===== src/rtl/b64d_pkg.sv =====
// Shared types, codes and helper functions of the base64url stream decoder.
package b64d_pkg;

  typedef enum logic [1:0] {
    KIND_DATA = 2'd0,
    KIND_OK   = 2'd1,
    KIND_FAIL = 2'd2
  } kind_t;

  localparam logic [5:0] SEXTET_LOWER = 6'd26;
  localparam logic [5:0] SEXTET_DIGIT = 6'd52;
  localparam logic [5:0] SEXTET_DASH  = 6'd62;
  localparam logic [5:0] SEXTET_UNDER = 6'd63;

  typedef struct packed {
    logic       ok;
    logic [5:0] val;
  } sextet_t;

  typedef struct packed {
    logic [2:0][7:0] bytes;
    logic [1:0]      nbytes;
    logic            status;
    logic            fail;
    logic [15:0]     count;
  } job_t;

  function automatic sextet_t decode_char(input logic [15:0] c);
    sextet_t r;
    r.ok  = 1'b1;
    r.val = 6'd0;
    if (c >= 16'h0041 && c <= 16'h005A) begin
      r.val = 6'(c - 16'h0041);
    end else if (c >= 16'h0061 && c <= 16'h007A) begin
      r.val = 6'(c - 16'h0061) + SEXTET_LOWER;
    end else if (c >= 16'h0030 && c <= 16'h0039) begin
      r.val = 6'(c - 16'h0030) + SEXTET_DIGIT;
    end else if (c == 16'h002D) begin
      r.val = SEXTET_DASH;
    end else if (c == 16'h005F) begin
      r.val = SEXTET_UNDER;
    end else begin
      r.ok = 1'b0;
    end
    return r;
  endfunction

  function automatic logic [2:0][7:0] pack_bytes(input logic [5:0] s0, input logic [5:0] s1,
                                                 input logic [5:0] s2, input logic [5:0] s3);
    logic [2:0][7:0] b;
    b[0] = {s0, s1[5:4]};
    b[1] = {s1[3:0], s2[5:2]};
    b[2] = {s2[1:0], s3};
    return b;
  endfunction

endpackage


===== src/rtl/b64d_front.sv =====
// Front end: decodes each character; a full group or the last one makes a request.
module b64d_front (
  input  logic          clk,
  input  logic          rst,
  input  logic          cfg_write_en,
  input  logic [15:0]   cfg_write_data,
  input  logic          accept,
  input  logic [15:0]   char_code,
  input  logic          is_last,
  output logic          push,
  output b64d_pkg::job_t job
);
  import b64d_pkg::*;

  logic [15:0]     capacity;
  logic [2:0][5:0] held, held_next;
  logic [1:0]      fill, fill_next;
  logic [15:0]     written, written_next;
  logic            failed, failed_next;

  sextet_t         dec;
  logic            group_done;
  logic            tail;
  logic [1:0]      nb;
  logic [5:0]      s0, s1, s2, s3;
  logic [16:0]     sum;
  logic            emit;

  always_comb begin
    dec          = decode_char(char_code);
    held_next    = held;
    fill_next    = fill;
    written_next = written;
    failed_next  = failed;
    group_done   = 1'b0;
    nb           = 2'd0;
    s0 = 6'd0; s1 = 6'd0; s2 = 6'd0; s3 = 6'd0;
    emit         = 1'b0;

    if (!failed) begin
      if (!dec.ok) begin
        failed_next = 1'b1;
      end else if (fill != 2'd3) begin
        held_next[fill] = dec.val;
        fill_next       = fill + 2'd1;
      end else begin
        fill_next  = 2'd0;
        group_done = 1'b1;
      end
    end

    tail = is_last && !failed_next && (fill_next != 2'd0);

    if (group_done) begin
      nb = 2'd3;
      s0 = held[0]; s1 = held[1]; s2 = held[2]; s3 = dec.val;
    end else if (tail) begin
      s0 = held_next[0];
      s1 = held_next[1];
      s2 = (fill_next == 2'd3) ? held_next[2] : 6'd0;
      if (fill_next == 2'd1) begin
        failed_next = 1'b1;
      end else begin
        nb = fill_next - 2'd1;
      end
    end

    sum = {1'b0, written} + {15'd0, nb};
    if (nb != 2'd0) begin
      if (sum > {1'b0, capacity}) begin
        failed_next = 1'b1;
      end else begin
        written_next = sum[15:0];
        emit         = 1'b1;
      end
    end

    job.bytes  = pack_bytes(s0, s1, s2, s3);
    job.nbytes = emit ? nb : 2'd0;
    job.status = is_last;
    job.fail   = failed_next;
    job.count  = written_next;
    push       = accept && (emit || is_last);

    if (is_last) begin
      held_next    = '0;
      fill_next    = 2'd0;
      written_next = 16'd0;
      failed_next  = 1'b0;
    end
  end

  always_ff @(posedge clk) begin
    if (rst) begin
      capacity <= 16'hFFFF;
      held     <= '0;
      fill     <= 2'd0;
      written  <= 16'd0;
      failed   <= 1'b0;
    end else begin
      if (cfg_write_en) begin
        capacity <= cfg_write_data;
      end
      if (accept) begin
        held    <= held_next;
        fill    <= fill_next;
        written <= written_next;
        failed  <= failed_next;
      end
    end
  end

endmodule


===== src/rtl/b64d_queue.sv =====
// Short queue of output requests between the front and back ends.
module b64d_queue #(
  parameter int DEPTH = 4
) (
  input  logic           clk,
  input  logic           rst,
  input  logic           push,
  input  b64d_pkg::job_t push_job,
  output logic           full,
  input  logic           pop,
  output logic           empty,
  output b64d_pkg::job_t head
);
  import b64d_pkg::*;

  localparam int PW = (DEPTH > 1) ? $clog2(DEPTH) : 1;
  localparam int CW = $clog2(DEPTH + 1);

  job_t          slots [DEPTH];
  logic [PW-1:0] wr_ptr, rd_ptr;
  logic [CW-1:0] count;

  assign full  = (count == CW'(DEPTH));
  assign empty = (count == '0);
  assign head  = slots[rd_ptr];

  always_ff @(posedge clk) begin
    if (push) begin
      slots[wr_ptr] <= push_job;
    end
  end

  always_ff @(posedge clk) begin
    if (rst) begin
      wr_ptr <= '0;
      rd_ptr <= '0;
      count  <= '0;
    end else begin
      if (push) begin
        wr_ptr <= (wr_ptr == PW'(DEPTH - 1)) ? '0 : wr_ptr + PW'(1);
      end
      if (pop) begin
        rd_ptr <= (rd_ptr == PW'(DEPTH - 1)) ? '0 : rd_ptr + PW'(1);
      end
      if (push && !pop) begin
        count <= count + CW'(1);
      end else if (pop && !push) begin
        count <= count - CW'(1);
      end
    end
  end

  a_no_push_full: assert property (@(posedge clk) disable iff (rst) full |-> !push)
    else $error("push into full queue");
  a_no_pop_empty: assert property (@(posedge clk) disable iff (rst) empty |-> !pop)
    else $error("pop from empty queue");

endmodule


===== src/rtl/b64d_back.sv =====
// Back end: walks the head request of the queue; one result per cycle while non-empty and out_ready is high.
module b64d_back (
  input  logic           clk,
  input  logic           rst,
  input  logic           empty,
  input  b64d_pkg::job_t head,
  output logic           pop,
  output logic           out_valid,
  input  logic           out_ready,
  output logic [1:0]     kind,
  output logic [7:0]     data_byte,
  output logic [15:0]    byte_count,
  output logic           end_of_run
);
  import b64d_pkg::*;

  logic [1:0] idx, idx_next;
  logic       is_data;

  always_comb begin
    out_valid = !empty;
    is_data   = (idx < head.nbytes);
    if (is_data) begin
      kind       = KIND_DATA;
      data_byte  = head.bytes[idx];
      byte_count = 16'd0;
      end_of_run = (idx == head.nbytes - 2'd1) && !head.status;
    end else begin
      kind       = head.fail ? KIND_FAIL : KIND_OK;
      data_byte  = 8'd0;
      byte_count = head.count;
      end_of_run = 1'b1;
    end
    pop      = out_valid && out_ready && end_of_run;
    idx_next = idx;
    if (out_valid && out_ready) begin
      idx_next = end_of_run ? 2'd0 : idx + 2'd1;
    end
  end

  always_ff @(posedge clk) begin
    if (rst) begin
      idx <= 2'd0;
    end else begin
      idx <= idx_next;
    end
  end

  a_status_ends_run: assert property (@(posedge clk) disable iff (rst)
    (out_valid && kind != KIND_DATA) |-> end_of_run)
    else $error("status result not last of its run");
  a_hold_stalled: assert property (@(posedge clk) disable iff (rst)
    (out_valid && !out_ready) |=> (idx == $past(idx)))
    else $error("result index moved while stalled");

endmodule


===== src/rtl/base64url_stream_decoder.sv =====
// Top level of the base64url stream decoder.
//
// Usage: characters of a filename-safe Base64 string (no padding) arrive one
// UTF-16 code unit per request on the input channel (in_valid/in_ready,
// char_code, is_last). Results leave on the output channel (out_valid/
// out_ready, kind, data_byte, byte_count, end_of_run): data bytes, and after
// the character marked last one status result (done or failed) with the byte
// count. end_of_run marks the last result caused by one input character.
// One character is taken per cycle while in_ready is high; the front end
// decodes it in the accepting cycle and queues its results, which appear
// from the next cycle on. A character may produce up to four results, which
// the back end emits one per cycle while out_ready is high.
// When the receiver stalls, the queue of QUEUE_DEPTH requests fills and
// in_ready drops; results are never lost or dropped.
// cfg_write_en/cfg_write_data set the output capacity; users write it while
// idle, unchecked by the block. Reset clears state and queue; capacity 65535.
module base64url_stream_decoder #(
  parameter int QUEUE_DEPTH = 4
) (
  input  logic        clk,
  input  logic        rst,
  input  logic        cfg_write_en,
  input  logic [15:0] cfg_write_data,
  input  logic        in_valid,
  output logic        in_ready,
  input  logic [15:0] char_code,
  input  logic        is_last,
  output logic        out_valid,
  input  logic        out_ready,
  output logic [1:0]  kind,
  output logic [7:0]  data_byte,
  output logic [15:0] byte_count,
  output logic        end_of_run
);
  import b64d_pkg::*;

  logic accept;
  logic push, full, pop, empty;
  job_t push_job, head;

  assign in_ready = !full;
  assign accept   = in_valid && in_ready;

  b64d_front u_front (
    .clk            (clk),
    .rst            (rst),
    .cfg_write_en   (cfg_write_en),
    .cfg_write_data (cfg_write_data),
    .accept         (accept),
    .char_code      (char_code),
    .is_last        (is_last),
    .push           (push),
    .job            (push_job)
  );

  b64d_queue #(
    .DEPTH (QUEUE_DEPTH)
  ) u_queue (
    .clk      (clk),
    .rst      (rst),
    .push     (push),
    .push_job (push_job),
    .full     (full),
    .pop      (pop),
    .empty    (empty),
    .head     (head)
  );

  b64d_back u_back (
    .clk        (clk),
    .rst        (rst),
    .empty      (empty),
    .head       (head),
    .pop        (pop),
    .out_valid  (out_valid),
    .out_ready  (out_ready),
    .kind       (kind),
    .data_byte  (data_byte),
    .byte_count (byte_count),
    .end_of_run (end_of_run)
  );

endmodule

===== config.mk =====
export PLATFORM = sky130hd
export DESIGN_NAME = base64url_stream_decoder
export DESIGN_NICKNAME = d
export VERILOG_FILES = /design/src/rtl/b64d_pkg.sv /design/src/rtl/b64d_front.sv /design/src/rtl/b64d_queue.sv /design/src/rtl/b64d_back.sv /design/src/rtl/base64url_stream_decoder.sv
export SDC_FILE = /design/constraint.sdc
export NUM_CORES = 1
export LEC_CHECK = 0
export BUFFER_PORTS_ARGS = -buffer_cell sky130_fd_sc_hd__buf_4
export CORE_UTILIZATION = 63
export CTS_BUF_LIST = sky130_fd_sc_hd__clkbuf_8
export DETAILED_ROUTE_END_ITERATION = 12
export GPL_TIMING_DRIVEN = 1
export PLACE_DENSITY_LB_ADDON = 0.25
export REMOVE_ABC_BUFFERS = 1
export SLEW_MARGIN = 30
export SYNTH_ARGS = -nofsm -noshare
export SYNTH_HDL_FRONTEND = slang
export SYNTH_SLANG_ARGS = --single-unit

===== constraint.sdc =====
create_clock -name clk -period 11.2 [get_ports clk]
set_input_delay 2.24 -clock clk [delete_from_list [all_inputs] [get_ports clk]]
set_output_delay 2.24 -clock clk [all_outputs]
set_load 0.03 [all_outputs]

==> results of run 1 <==
[layer usage]
| layer | track usage [%] | routed length (µm) | vias up |
|---|---|---|---|
| met5 | 0 | 0 | - |
| met4 | 7.94 | 398 | 0 |
| met3 | 4.15 | 1510 | 39 |
| met2 | 42.5 | 11500 | 290 |
| met1 | 37.1 | 10600 | 3706 |
| li1 | - | - | 3515 |
[cells by family after synthesis]
group	synth area share, %
DFF	57.1
xor gates and xnor gates	2.67
and+or+nand+nor	11.1
AOI/OAI and AO/OA	10.7
buffers and inverters	3.43
muxes	10.0
adders and majority gates	4.92
[flip-flops by register name (all words and copies together) (netlist names), named ones only]
signal,cells
u_front.fill,2
u_queue.slots,176
u_front.written,16
u_front.held,18
u_queue.wr_ptr,2
u_front.capacity,16
u_front.failed,1
u_queue.rd_ptr,2
u_back.idx,2
u_queue.count,3
[critical path, delay by kind of cell]
kind / cells / cell delay (ns)
adder cells (fa/ha/maj): 7 / 1.94
XOR/XNOR: 2 / 0.35
AO/OA/AOI/OAI: 10 / 2.60
buffers and inverters: 4 / 0.36
AND/OR/NAND/NOR: 11 / 2.98
[layout make-up]
class | instances | share of cell area [%]
sequential | 240 | 50.7
tap | 229 | 2.21
clock inverter | 30 | 1.43
multi-input combinational | 551 | 35.1
timing repair buffer | 78 | 4.52
inverter | 52 | 1.51
clock buffer | 42 | 4.46
[synthesized netlist by cell type, types with 4 or more instances]
master | count | area share [%]
sky130_fd_sc_hd__or4_1 | 9 | 0.59
sky130_fd_sc_hd__nand2b_1 | 7 | 0.38
sky130_fd_sc_hd__nand2_1 | 57 | 1.9
sky130_fd_sc_hd__mux4_2 | 44 | 8.6
sky130_fd_sc_hd__a21oi_1 | 26 | 1.1
sky130_fd_sc_hd__nor2_1 | 60 | 2.0
sky130_fd_sc_hd__edfxtp_1 | 176 | 46
sky130_fd_sc_hd__buf_2 | 6 | 0.26
sky130_fd_sc_hd__a22oi_1 | 18 | 1.2
sky130_fd_sc_hd__a22o_1 | 20 | 1.5
sky130_fd_sc_hd__nor4_2 | 4 | 0.44
sky130_fd_sc_hd__a31oi_1 | 7 | 0.38
sky130_fd_sc_hd__and2_1 | 15 | 0.82
sky130_fd_sc_hd__ha_1 | 42 | 4.6
sky130_fd_sc_hd__o211ai_1 | 25 | 1.6
sky130_fd_sc_hd__o21ai_0 | 16 | 0.70
sky130_fd_sc_hd__nor2b_1 | 20 | 1.1
sky130_fd_sc_hd__and3_1 | 19 | 1.0
sky130_fd_sc_hd__nand3_1 | 16 | 0.70
sky130_fd_sc_hd__xnor2_1 | 19 | 1.4
sky130_fd_sc_hd__nor3_1 | 11 | 0.48
sky130_fd_sc_hd__dfxtp_1 | 64 | 11
sky130_fd_sc_hd__clkbuf_1 | 29 | 0.95
sky130_fd_sc_hd__o22ai_1 | 8 | 0.44
sky130_fd_sc_hd__a21o_1 | 8 | 0.52
sky130_fd_sc_hd__or3_1 | 5 | 0.27
sky130_fd_sc_hd__o21ai_1 | 7 | 0.30
sky130_fd_sc_hd__a41oi_1 | 5 | 0.38
sky130_fd_sc_hd__xor2_1 | 16 | 1.2
sky130_fd_sc_hd__inv_1 | 50 | 1.6
sky130_fd_sc_hd__nand4_1 | 6 | 0.33
sky130_fd_sc_hd__mux2i_1 | 14 | 1.2
sky130_fd_sc_hd__buf_1 | 6 | 0.20
[power by group]
part | internal [mW] | switching, mW
Clock | 0.396 | 0.337
Combinational | 0.212 | 0.299
Sequential | 0.991 | 0.0194
Total | 1.60 | 0.655
[metrics by stage]
stage | hold slack (ns) | setup WS [ns] | util (%) | area [µm²]
2_1_floorplan | 0.448 | 1.56 | - | 11300
3_3_place_gp | 0.462 | 1.05 | 68.1 | 12200
3_5_place_dp | 0.466 | 0.847 | 68.1 | 12200
4_1_cts | 0.482 | 1.30 | 72.3 | 12900
5_1_grt | 0.488 | 0.578 | 72.3 | 12900
6_report | 0.480 | 1.18 | 72.3 | 12900
[worst max-delay path by stage]
stage	depth (start not counted)	startpoint	slack, ns	endpoint
floorplan	26	char_code[2]	1.56	u_queue.slots[3][0]$_DFFE_PP_
global placement	29	char_code[2]	1.05	u_queue.slots[2][31]$_DFFE_PP_
detailed placement	29	char_code[2]	0.85	u_queue.slots[2][31]$_DFFE_PP_
CTS	29	char_code[2]	1.30	u_queue.slots[2][39]$_DFFE_PP_
global route	34	char_code[2]	0.58	u_queue.count[2]$_SDFFE_PP0P_
finish	34	char_code[2]	1.18	u_queue.count[2]$_SDFFE_PP0P_
==> Flow_metrics.wiki, run 1 <==
{| class="wikitable"
! Metric !! Value
|-
| Shortest period the worst path allows || roughly 10 ns
|-
| Area taken by multi-input logic gates || around 0.0045 mm²
|-
| Leakage power || 4.82 nW
|-
| Maximum clock rate || approximately 0.1 GHz
|-
| Final layout net count || 1045
|-
| End point of the worst hold path || u_front.held[16]$_SDFFE_PP0P_
|-
| Fillers || around 1200
|-
| Syn Inst Count || approximately 890
|-
| Initial antenna violation count || 0
|-
| Maximum resistive drop on vdd || ~0.21 mV
|-
| Commonest cells after routing, fill and taps aside || sky130_fd_sc_hd__edfxtp_1 (176), sky130_fd_sc_hd__buf_4 (78), sky130_fd_sc_hd__dfxtp_1 (62), sky130_fd_sc_hd__inv_1 (61), sky130_fd_sc_hd__nor2_1 (60)
|-
| Number of clock sinks || 240
|-
| Pwr Total || between 2 and 2.5 mW
|-
| Count of final setup violators || 0
|-
| Clock tree from TritonCTS || built
|-
| Count of hold-fix buffers inserted at cts || 0
|-
| Register area share after synthesis || a little under three fifths
|-
| Launch instance of the worst min-delay path || u_front.held[16]$_SDFFE_PP0P_
|-
| Core box area || between 0.015 and 0.02 mm²
|-
| Depth of the worst register-to-register path || 25
|-
| Via count of the first global-routing pass || 7056
|-
| Number of instances on the worst hold path || 1
|-
| Post-CTS setup buffer count || 0
|-
| Number of buffers added by the clock tree synthesis step || 40
|-
| Startpoint of the most critical register-to-register path || u_front.fill[0]$_SDFFE_PP0P_
|-
| Root Buffer Master || sky130_fd_sc_hd__clkbuf_8
|-
| Final Slew Violations || 0
|-
| Most common library cell in the layout ignoring fill and taps || sky130_fd_sc_hd__edfxtp_1
|-
| Worst path slowest cell || sky130_fd_sc_hd__nor4_2
|-
| Initial core utilization || around 64%
|-
| Maximum level of the CTS H-tree || 2
|-
| Floorplan die area || about 0.019 mm²
|-
| Worst reg2reg endpoint || u_queue.count[2]$_SDFFE_PP0P_
|-
| Biggest cell delay along the critical path || approximately 0.75 ns
|-
| Data required, critical path || about 12 ns
|-
| Register Area || about 0.0066 mm²
|-
| Category of the most critical setup path || in2reg
|-
| Worst rel slew slack || 41.3%
|-
| Hold crit path type || reg2reg
|-
| Via-per-instance ratio || around 6.2
|-
| Total iterations of the first detailed-routing run || 6
|-
| Aggregate global-route resource usage || 26.4%
|-
| Placed instance count || ~1200
|-
| Aggregate global routing overflow || 0
|-
| Distinct cell type count after synthesis || between 70 and 80
|-
| Arrival time at the worst endpoint || approximately 10 ns
|-
| CP Capture Type || flop
|-
| Proportion of layout cells with a drive suffix above 1 || approximately a fifth
|-
| Global-route wire length before repair || between 30 and 40 mm
|-
| Register-to-Register Setup Slack || ~3.8 ns
|-
| Actual slew at the worst max-slew pin || between 0.8 and 0.9 ns
|-
| Latest clock arrival within the worst-skew pair || 0.54 ns
|-
| Cell repeated most along the worst path || sky130_fd_sc_hd__ha_1
|-
| Port bufs || 66
|-
| Routability congestion estimate from global placement || about 0.95
|-
| Maximum number of pins on one net before global-route repair || 45
|-
| Final worst path period share || slightly below 90%
|-
| Number of design rule violations left after detail routing || 0
|-
| Antenna diode count || 0
|-
| Clock-pin slew on the worst setup and hold paths || approximately 0.060 ns
|-
| RSZ-0062 raised after global routing || false
|-
| Hold Vio Cnt, Final || 0
|-
| Final sum of negative setup slack || 0 ns
|-
| Clock buffer depth || 3
|-
| Cell Area, Synth || between 0.01 and 0.015 mm²
|-
| Antenna Nets Post-Route || 0
|-
| Number of synthesized flops with an enable pin || about 180
|-
| Worst Skew || about 0.03 ns
|-
| Biggest fanout along the worst timing path || 14
|-
| Areal power density over the cells || between 150 and 200 mW/mm²
|-
| Synth warnings || 0
|-
| # rows || between 40 and 50
|-
| Number of max-capacitance violations reported || 0
|-
| Vert. Die Dim || 137 µm
|-
| Final cell count without fillers || 1222
|-
| X dimension of the die || 137 µm
|-
| Worst Setup Start Kind || primary input
|-
| Mean cell area of the mapped netlist || ~13 µm²
|-
| FFs w/ async S/R, synth || 0%
|-
| Number of violations reported at the end of detailed-routing iteration 0 || roughly 660
|-
| HPWL after detailed placement || 16.2 mm
|-
| Predominant post-synthesis flop cell || sky130_fd_sc_hd__edfxtp_1
|-
| Average detailed-routed wire length per instance || between 15 and 20 µm
|-
| Area delta synth->final || 12.6%
|-
| Outcome || finished, final reports clean
|-
| Total vias in the final route || 7550
|-
| Number of synthesized register bits || 240
|-
| Post_cts resized || 0
|-
| Number of top-level pins || 67
|-
| DRT Wirelength || ~24 mm
|}
Power figures use the tool's default switching activity.
==> run 2: changes to the inputs <==
--- a/config.mk
+++ b/config.mk
@@ -10,7 +10,7 @@
 export CTS_BUF_LIST = sky130_fd_sc_hd__clkbuf_8
 export DETAILED_ROUTE_END_ITERATION = 12
 export GPL_TIMING_DRIVEN = 1
-export PLACE_DENSITY_LB_ADDON = 0.25
+export PLACE_DENSITY_LB_ADDON = 0.05
 export REMOVE_ABC_BUFFERS = 1
 export SLEW_MARGIN = 30
 export SYNTH_ARGS = -nofsm -noshare
==> constraint.sdc (replaced) <==
create_clock -name clk -period 11.2 [get_ports clk]
set_input_delay 2.24 -clock clk [delete_from_list [all_inputs] [get_ports clk]]
set_output_delay 2.24 -clock clk [all_outputs]
set_load 0.01 [all_outputs]
==> Flow_metrics.wiki, run 2 (synthesis gave the netlist of run 1 again) <==
{| class="wikitable"
! Metric !! Value
|-
| Outcome || finished, final reports clean
|-
| Hold Vio Cnt, Final || 0
|-
| HPWL after detailed placement || 16.9 mm
|-
| Via count of the first global-routing pass || between 7000 and 8000
|-
| Clock tree from TritonCTS || built
|-
| Maximum resistive drop on vdd || 0.208 mV
|-
| Port bufs || 66
|-
| Data required, critical path || 11.66 ns
|-
| Area delta synth->final || 12.6%
|-
| Post-CTS setup buffer count || 0
|-
| Number of design rule violations left after detail routing || 0
|-
| Clock-pin slew on the worst setup and hold paths || about 0.06 ns
|-
| Global-route wire length before repair || around 39 mm
|-
| Total iterations of the first detailed-routing run || 5
|-
| Latest clock arrival within the worst-skew pair || around 0.53 ns
|-
| Final sum of negative setup slack || 0 ns
|-
| Worst Setup Start Kind || primary input
|-
| DRT Wirelength || approximately 25 mm
|-
| Most common library cell in the layout ignoring fill and taps || sky130_fd_sc_hd__edfxtp_1
|-
| Aggregate global routing overflow || 0
|-
| Final worst path period share || between 80% and 90%
|-
| Final cell utilization of the core || approximately 72%
|-
| Cell repeated most along the worst path || sky130_fd_sc_hd__ha_1
|-
| Antenna diode count || 0
|-
| Initial core utilization || 64.2%
|-
| Final layout net count || about 1000
|-
| Maximum level of the CTS H-tree || 2
|-
| Core box area || 0.0179 mm²
|-
| Via-per-instance ratio || 6.17
|-
| Count of final setup violators || 0
|-
| Routability congestion estimate from global placement || approximately 0.9
|-
| Number of violations reported at the end of detailed-routing iteration 0 || between 500 and 600
|-
| Hold crit path type || reg2reg
|-
| Register bank with the most flops || u_queue.slots
|-
| Post_cts resized || 0
|-
| Proportion of layout cells with a drive suffix above 1 || about a fifth
|-
| Final Slew Violations || 0
|-
| Category of the most critical setup path || in2reg
|-
| Areal power density over the cells || 169 mW/mm²
|-
| Number of buffers added by the clock tree synthesis step || 39
|-
| Average detailed-routed wire length per instance || about 21 µm
|-
| Floorplan die area || between 0.015 and 0.02 mm²
|-
| Clock buffer depth || 3
|-
| Antenna Nets Post-Route || 0
|-
| Aggregate global-route resource usage || 27.4%
|-
| Maximum clock rate || roughly 0.1 GHz
|-
| Flip-flop count of the largest register, all copies and words added || 176
|-
| Count of hold-fix buffers inserted at cts || 0
|-
| CP Capture Type || flop
|-
| Vert. Die Dim || around 140 µm
|-
| Worst rel slew slack || a little over two fifths
|-
| Arrival time at the worst endpoint || just over 10 ns
|-
| Leakage power || 4.82 nW
|-
| X dimension of the die || approximately 140 µm
|-
| Total vias in the final route || 7501
|-
| Biggest fanout along the worst timing path || 14
|-
| Actual slew at the worst max-slew pin || between 0.8 and 0.9 ns
|-
| Root Buffer Master || sky130_fd_sc_hd__clkbuf_8
|-
| # rows || between 40 and 50
|-
| Biggest cell delay along the critical path || roughly 0.46 ns
|-
| Number of clock sinks || 240
|-
| Commonest cells after routing, fill and taps aside || sky130_fd_sc_hd__edfxtp_1 (176), sky130_fd_sc_hd__buf_4 (74), sky130_fd_sc_hd__inv_1 (63), sky130_fd_sc_hd__dfxtp_1 (62), sky130_fd_sc_hd__nor2_1 (60)
|-
| Shortest period the worst path allows || between 9 and 10 ns
|-
| Number of top-level pins || 67
|-
| Registers with the most flip-flops || u_queue.slots x176, u_front.held x18
|-
| Worst path slowest cell || sky130_fd_sc_hd__fa_1
|-
| RSZ-0062 raised after global routing || false
|-
| Number of max-capacitance violations reported || 0
|-
| Worst Skew || between 0.02 and 0.025 ns
|-
| Initial antenna violation count || 0
|-
| Maximum number of pins on one net before global-route repair || between 40 and 50
|}
## run 2: worst paths after layout
check,start,end,slack [ns],depth (start not counted)
max reg2reg,u_front.fill[0]$_SDFFE_PP0P_,u_queue.count[2]$_SDFFE_PP0P_,3.99,26
min,u_front.capacity[2]$_SDFFE_PP1P_,u_front.capacity[2]$_SDFFE_PP1P_,0.48,2
min reg2reg,u_front.capacity[2]$_SDFFE_PP1P_,u_front.capacity[2]$_SDFFE_PP1P_,0.48,2
max,char_code[2],u_queue.count[2]$_SDFFE_PP0P_,1.41,35
## run 2: cell type report
cell class	count	area [µm²]
Clock buffer	43	592
Clock inverter	25	163
Fill cell	1166	4950
Inverter	52	195
Multi-Input combinational cell	551	4550
Sequential cell	240	6570
Tap cell	229	287
Timing Repair Buffer	76	596
## run 2: routing by layer
metal,vias up,GRT usage (%),wire length (µm)
met5,-,0,0
met3,35,4.22,1130
met1,3724,37.5,11000
met4,0,7.88,404
met2,232,45.3,12400
li1,3510,-,-
## run 2: worst max-delay path, delay by kind of cell
kind                     cells  cell delay (ns)
adder cells (fa/ha/maj)      7             1.96
AO/OA/AOI/OAI               10             2.66
AND/OR/NAND/NOR             11             2.46
XOR/XNOR                     2             0.33
buffers and inverters        5             0.55
## run 2: metrics by stage
step | setup WS (ns) | cell area (µm²) | hold WS (ns) | power (mW) | cells
floorplan | 1.56 | 11300 | 0.448 | 1.32 | 843
global placement | 1.29 | 12200 | 0.463 | 1.46 | 1148
detailed placement | 1.02 | 12200 | 0.470 | 1.48 | 1148
CTS | 1.51 | 12900 | 0.488 | 2.21 | 1216
global route | 0.832 | 12900 | 0.498 | 2.29 | 1216
finish | 1.41 | 12900 | 0.484 | 2.19 | 1216
## run 2: where the power goes
part	internal (mW)	switching (mW)	leakage, nW
registers	0.991	0.0184	2.12
logic	0.210	0.239	2.27
clock network	0.400	0.335	0.432
total	1.60	0.592	4.82
==> run 3: changes to the inputs <==
--- a/config.mk
+++ b/config.mk
@@ -5,6 +5,7 @@
 export SDC_FILE = /design/constraint.sdc
 export NUM_CORES = 1
 export LEC_CHECK = 0
+export ABC_AREA = 1
 export BUFFER_PORTS_ARGS = -buffer_cell sky130_fd_sc_hd__buf_4
 export CORE_UTILIZATION = 63
 export CTS_BUF_LIST = sky130_fd_sc_hd__clkbuf_8
==> Flow_metrics.wiki, run 3 <==
{| class="wikitable"
! Metric !! Value
|-
| Syn Inst Count || 1295
|-
| Worst Setup Start Kind || primary input
|-
| DRT Wirelength || ~28 mm
|-
| Total vias in the final route || 9400
|-
| Clock buffer depth || 3
|-
| Startpoint of the most critical register-to-register path || u_front.fill[0]$_SDFFE_PP0P_
|-
| Final worst path period share || between 80% and 90%
|-
| Ranking of synthesized cells by instance count || sky130_fd_sc_hd__nand2_1 (275), sky130_fd_sc_hd__edfxtp_1 (176), sky130_fd_sc_hd__nor2_1 (137), sky130_fd_sc_hd__a21oi_1 (122), sky130_fd_sc_hd__o21ai_0 (99)
|-
| Worst rel slew slack || roughly 26%
|-
| Top delay family on crit path || simple AND/OR/NAND/NOR gates
|-
| Total iterations of the first detailed-routing run || 5
|-
| Initial core utilization || between 60 and 70%
|-
| Bufs and invs on worst path || 9
|-
| Final cell utilization of the core || 73.2%
|-
| Synth warnings || 0
|-
| Aggregate global-route resource usage || between 20 and 30%
|-
| Register bank with the most flops || u_queue.slots
|-
| Number of synthesized flops with an enable pin || 176
|-
| Port bufs || 66
|-
| Aggregate global routing overflow || 0
|-
| # rows || 49
|-
| RSZ-0062 raised after global routing || false
|-
| Number of buffers added by the clock tree synthesis step || 40
|-
| Hold Vio Cnt, Final || 0
|-
| Maximum clock rate || between 0.1 and 0.15 GHz
|-
| Final Slew Violations || 0
|-
| Biggest fanout along the worst timing path || 23
|-
| Xor/xnor cell area share of the yosys netlist || ~1.7%
|-
| Number of clock sinks || 240
|-
| Floorplan die area || 0.0194 mm²
|-
| Biggest cell delay along the critical path || slightly above 0.6 ns
|-
| Cell repeated most along the worst path || sky130_fd_sc_hd__nand2_1
|-
| Share of the synthesized area in the top cell type || between 40% and 50%
|-
| Number of synthesized register bits || 240
|-
| Synth area leader || sky130_fd_sc_hd__edfxtp_1
|-
| Outcome || finished, final reports clean
|-
| Clock-pin slew on the worst setup and hold paths || 0.05 ns
|-
| Final sum of negative setup slack || 0 ns
|-
| Clock tree from TritonCTS || built
|-
| Category of the most critical setup path || in2reg
|-
| Register area share after synthesis || between 50 and 60%
|-
| Core box area || ~0.018 mm²
|-
| Via count of the first global-routing pass || roughly 9000
|-
| Number of design rule violations left after detail routing || 0
|-
| Predominant post-synthesis flop cell || sky130_fd_sc_hd__edfxtp_1
|-
| Commonest cells after routing, fill and taps aside || sky130_fd_sc_hd__nand2_1 (275), sky130_fd_sc_hd__edfxtp_1 (176), sky130_fd_sc_hd__nor2_1 (132), sky130_fd_sc_hd__a21oi_1 (121), sky130_fd_sc_hd__inv_1 (114)
|-
| Area delta synth->final || 12.0%
|-
| Mux contribution to synthesized area || 0%
|-
| Worst path slowest cell || sky130_fd_sc_hd__nor2_4
|-
| Antenna Nets Post-Route || 0
|-
| Root Buffer Master || sky130_fd_sc_hd__clkbuf_8
|-
| Number of max-capacitance violations reported || 0
|-
| Maximum resistive drop on vdd || roughly 0.11 mV
|-
| Post_cts resized || 0
|-
| Launch instance of the worst min-delay path || u_front.capacity[8]$_SDFFE_PP1P_
|-
| HPWL after detailed placement || approximately 18 mm
|-
| FFs w/ async S/R, synth || 0%
|-
| CP Capture Type || flop
|-
| Proportion of layout cells with a drive suffix above 1 || 13.4%
|-
| Global-route wire length before repair || 44.6 mm
|-
| Final layout net count || between 1000 and 1500
|-
| Number of violations reported at the end of detailed-routing iteration 0 || about 1000
|-
| Pwr Total || roughly 2.6 mW
|-
| Worst Skew || 0.0347 ns
|-
| Shortest period the worst path allows || 9.60 ns
|-
| Via-per-instance ratio || between 5 and 6
|-
| Maximum number of pins on one net before global-route repair || 90
|-
| Hold crit path type || reg2reg
|-
| Initial antenna violation count || 0
|-
| Actual slew at the worst max-slew pin || approximately 1.1 ns
|-
| Maximum level of the CTS H-tree || 2
|-
| Most common library cell in the layout ignoring fill and taps || sky130_fd_sc_hd__nand2_1
|-
| X dimension of the die || ~140 µm
|-
| Critical path origin || char_code[0]
|-
| Routability congestion estimate from global placement || between 0.9 and 1
|-
| Synthesized-area fraction occupied by ao, oa, aoi and oai cells || approximately an eighth
|-
| Vert. Die Dim || about 140 µm
|-
| Dominant combinational cell family by area after synthesis || simple AND/OR/NAND/NOR gates
|-
| Cell Area, Synth || between 0.01 and 0.015 mm²
|-
| Areal power density over the cells || about 200 mW/mm²
|-
| Arrival time at the worst endpoint || just under 10 ns
|-
| Post-synthesis share of cell area spent on and, or, nand and nor gates || 20.1%
|-
| Biggest area contributors in the synthesized netlist || sky130_fd_sc_hd__edfxtp_1 (44%), sky130_fd_sc_hd__dfxtp_1 (11%), sky130_fd_sc_hd__nand2_1 (8.7%), sky130_fd_sc_hd__a21oi_1 (5.1%), sky130_fd_sc_hd__ha_1 (4.4%)
|-
| Post-CTS setup buffer count || 0
|-
| Antenna diode count || 0
|-
| Number of top-level pins || between 60 and 70
|-
| Average detailed-routed wire length per instance || around 17 µm
|-
| Data required, critical path || between 10 and 15 ns
|-
| Latest clock arrival within the worst-skew pair || about 0.53 ns
|-
| Distinct cell type count after synthesis || 48
|-
| Count of hold-fix buffers inserted at cts || 0
|-
| Mean cell area of the mapped netlist || 9.19 µm²
|-
| Registers with the most flip-flops || u_queue.slots x176, u_front.held x18
|-
| Adder and majority cell fraction of the synthesized area || 4.75%
|-
| Count of final setup violators || 0
|-
| Library cell with the highest instance count after synthesis || sky130_fd_sc_hd__nand2_1
|-
| Leakage power || 5.32 nW
|-
| Flip-flop count of the largest register, all copies and words added || about 180
|}
run 3: cell count changes after synthesis, moves of 16 or more:
cell and delta:
sky130_fd_sc_hd__and3_1 -19, sky130_fd_sc_hd__mux4_2 -44, sky130_fd_sc_hd__a22o_1 -20, sky130_fd_sc_hd__xnor2_1 -16
sky130_fd_sc_hd__o21ai_0 +83, sky130_fd_sc_hd__nor2_1 +77, sky130_fd_sc_hd__nand3_1 +45, sky130_fd_sc_hd__nor2b_1 -20
sky130_fd_sc_hd__a21oi_1 +96, sky130_fd_sc_hd__o211ai_1 -20, sky130_fd_sc_hd__inv_1 +46, sky130_fd_sc_hd__nand2_1 +218
run 3: worst reg2reg max path, delay by kind of cell (launching register included):
family          cells  cell delay (ns)
flops               1             0.36
compound gates      3             0.57
fa+ha+maj           5             1.60
simple gates       17             3.35
buf+inv             6             1.00
run 3: path summary, 6_finish.rpt:
kind,end,slack [ns],cells after the start
setup / recovery,u_queue.slots[3][25]$_DFFE_PP_,1.60,40
hold / removal,u_front.capacity[8]$_SDFFE_PP1P_,0.46,2
setup reg to reg,u_queue.slots[3][25]$_DFFE_PP_,4.04,31
hold reg to reg,u_front.capacity[8]$_SDFFE_PP1P_,0.46,2
run 3: power by group:
group,total [mW],internal [mW],switching (mW)
logic,0.865,0.309,0.556
clock network,0.738,0.400,0.338
registers,1.01,0.994,0.0205
total,2.62,1.70,0.915
run 3: stage by stage:
stage          instance area (µm²)  instances  hold WS [ns]  setup WS (ns)
2_1_floorplan                11600       1234         0.439           1.44
3_3_place_gp                 12600       1543         0.453           1.55
3_5_place_dp                 12600       1543         0.459           1.19
4_1_cts                      13300       1616         0.466           1.71
5_1_grt                      13300       1616         0.490          0.747
6_report                     13300       1616         0.463           1.60
run 3: kinds of logic (layout without fill, tap and decap cells):
logic type / Yosys count / in the layout
AOI/OAI and AO/OA: 273 / 273
xor gates and xnor gates: 23 / 23
adders and majority gates: 44 / 44
buffers and inverters: 169 / 261
DFF: 240 / 240
and+or+nand+nor: 546 / 546
run 3: per-layer routing:
metal / up-vias / track usage (%) / part of all wire, % / routed length, µm
li1: 4555 / - / - / -
met1: 4411 / 40.3 / 44 / 12200
met2: 397 / 47.3 / 46 / 12800
met3: 37 / 5.88 / 8.6 / 2370
met4: 0 / 7.49 / 1.4 / 378
met5: - / 0 / 0 / 0
run 3: final cells by class:
cell class	count	area, µm²
clock buffers	43	592
fillers	1355	4890
well taps	229	287
repair buffers	80	601
multi-input cells	886	4700
flip-flops and latches	240	6570
clock inverters	30	171
inverters	108	408
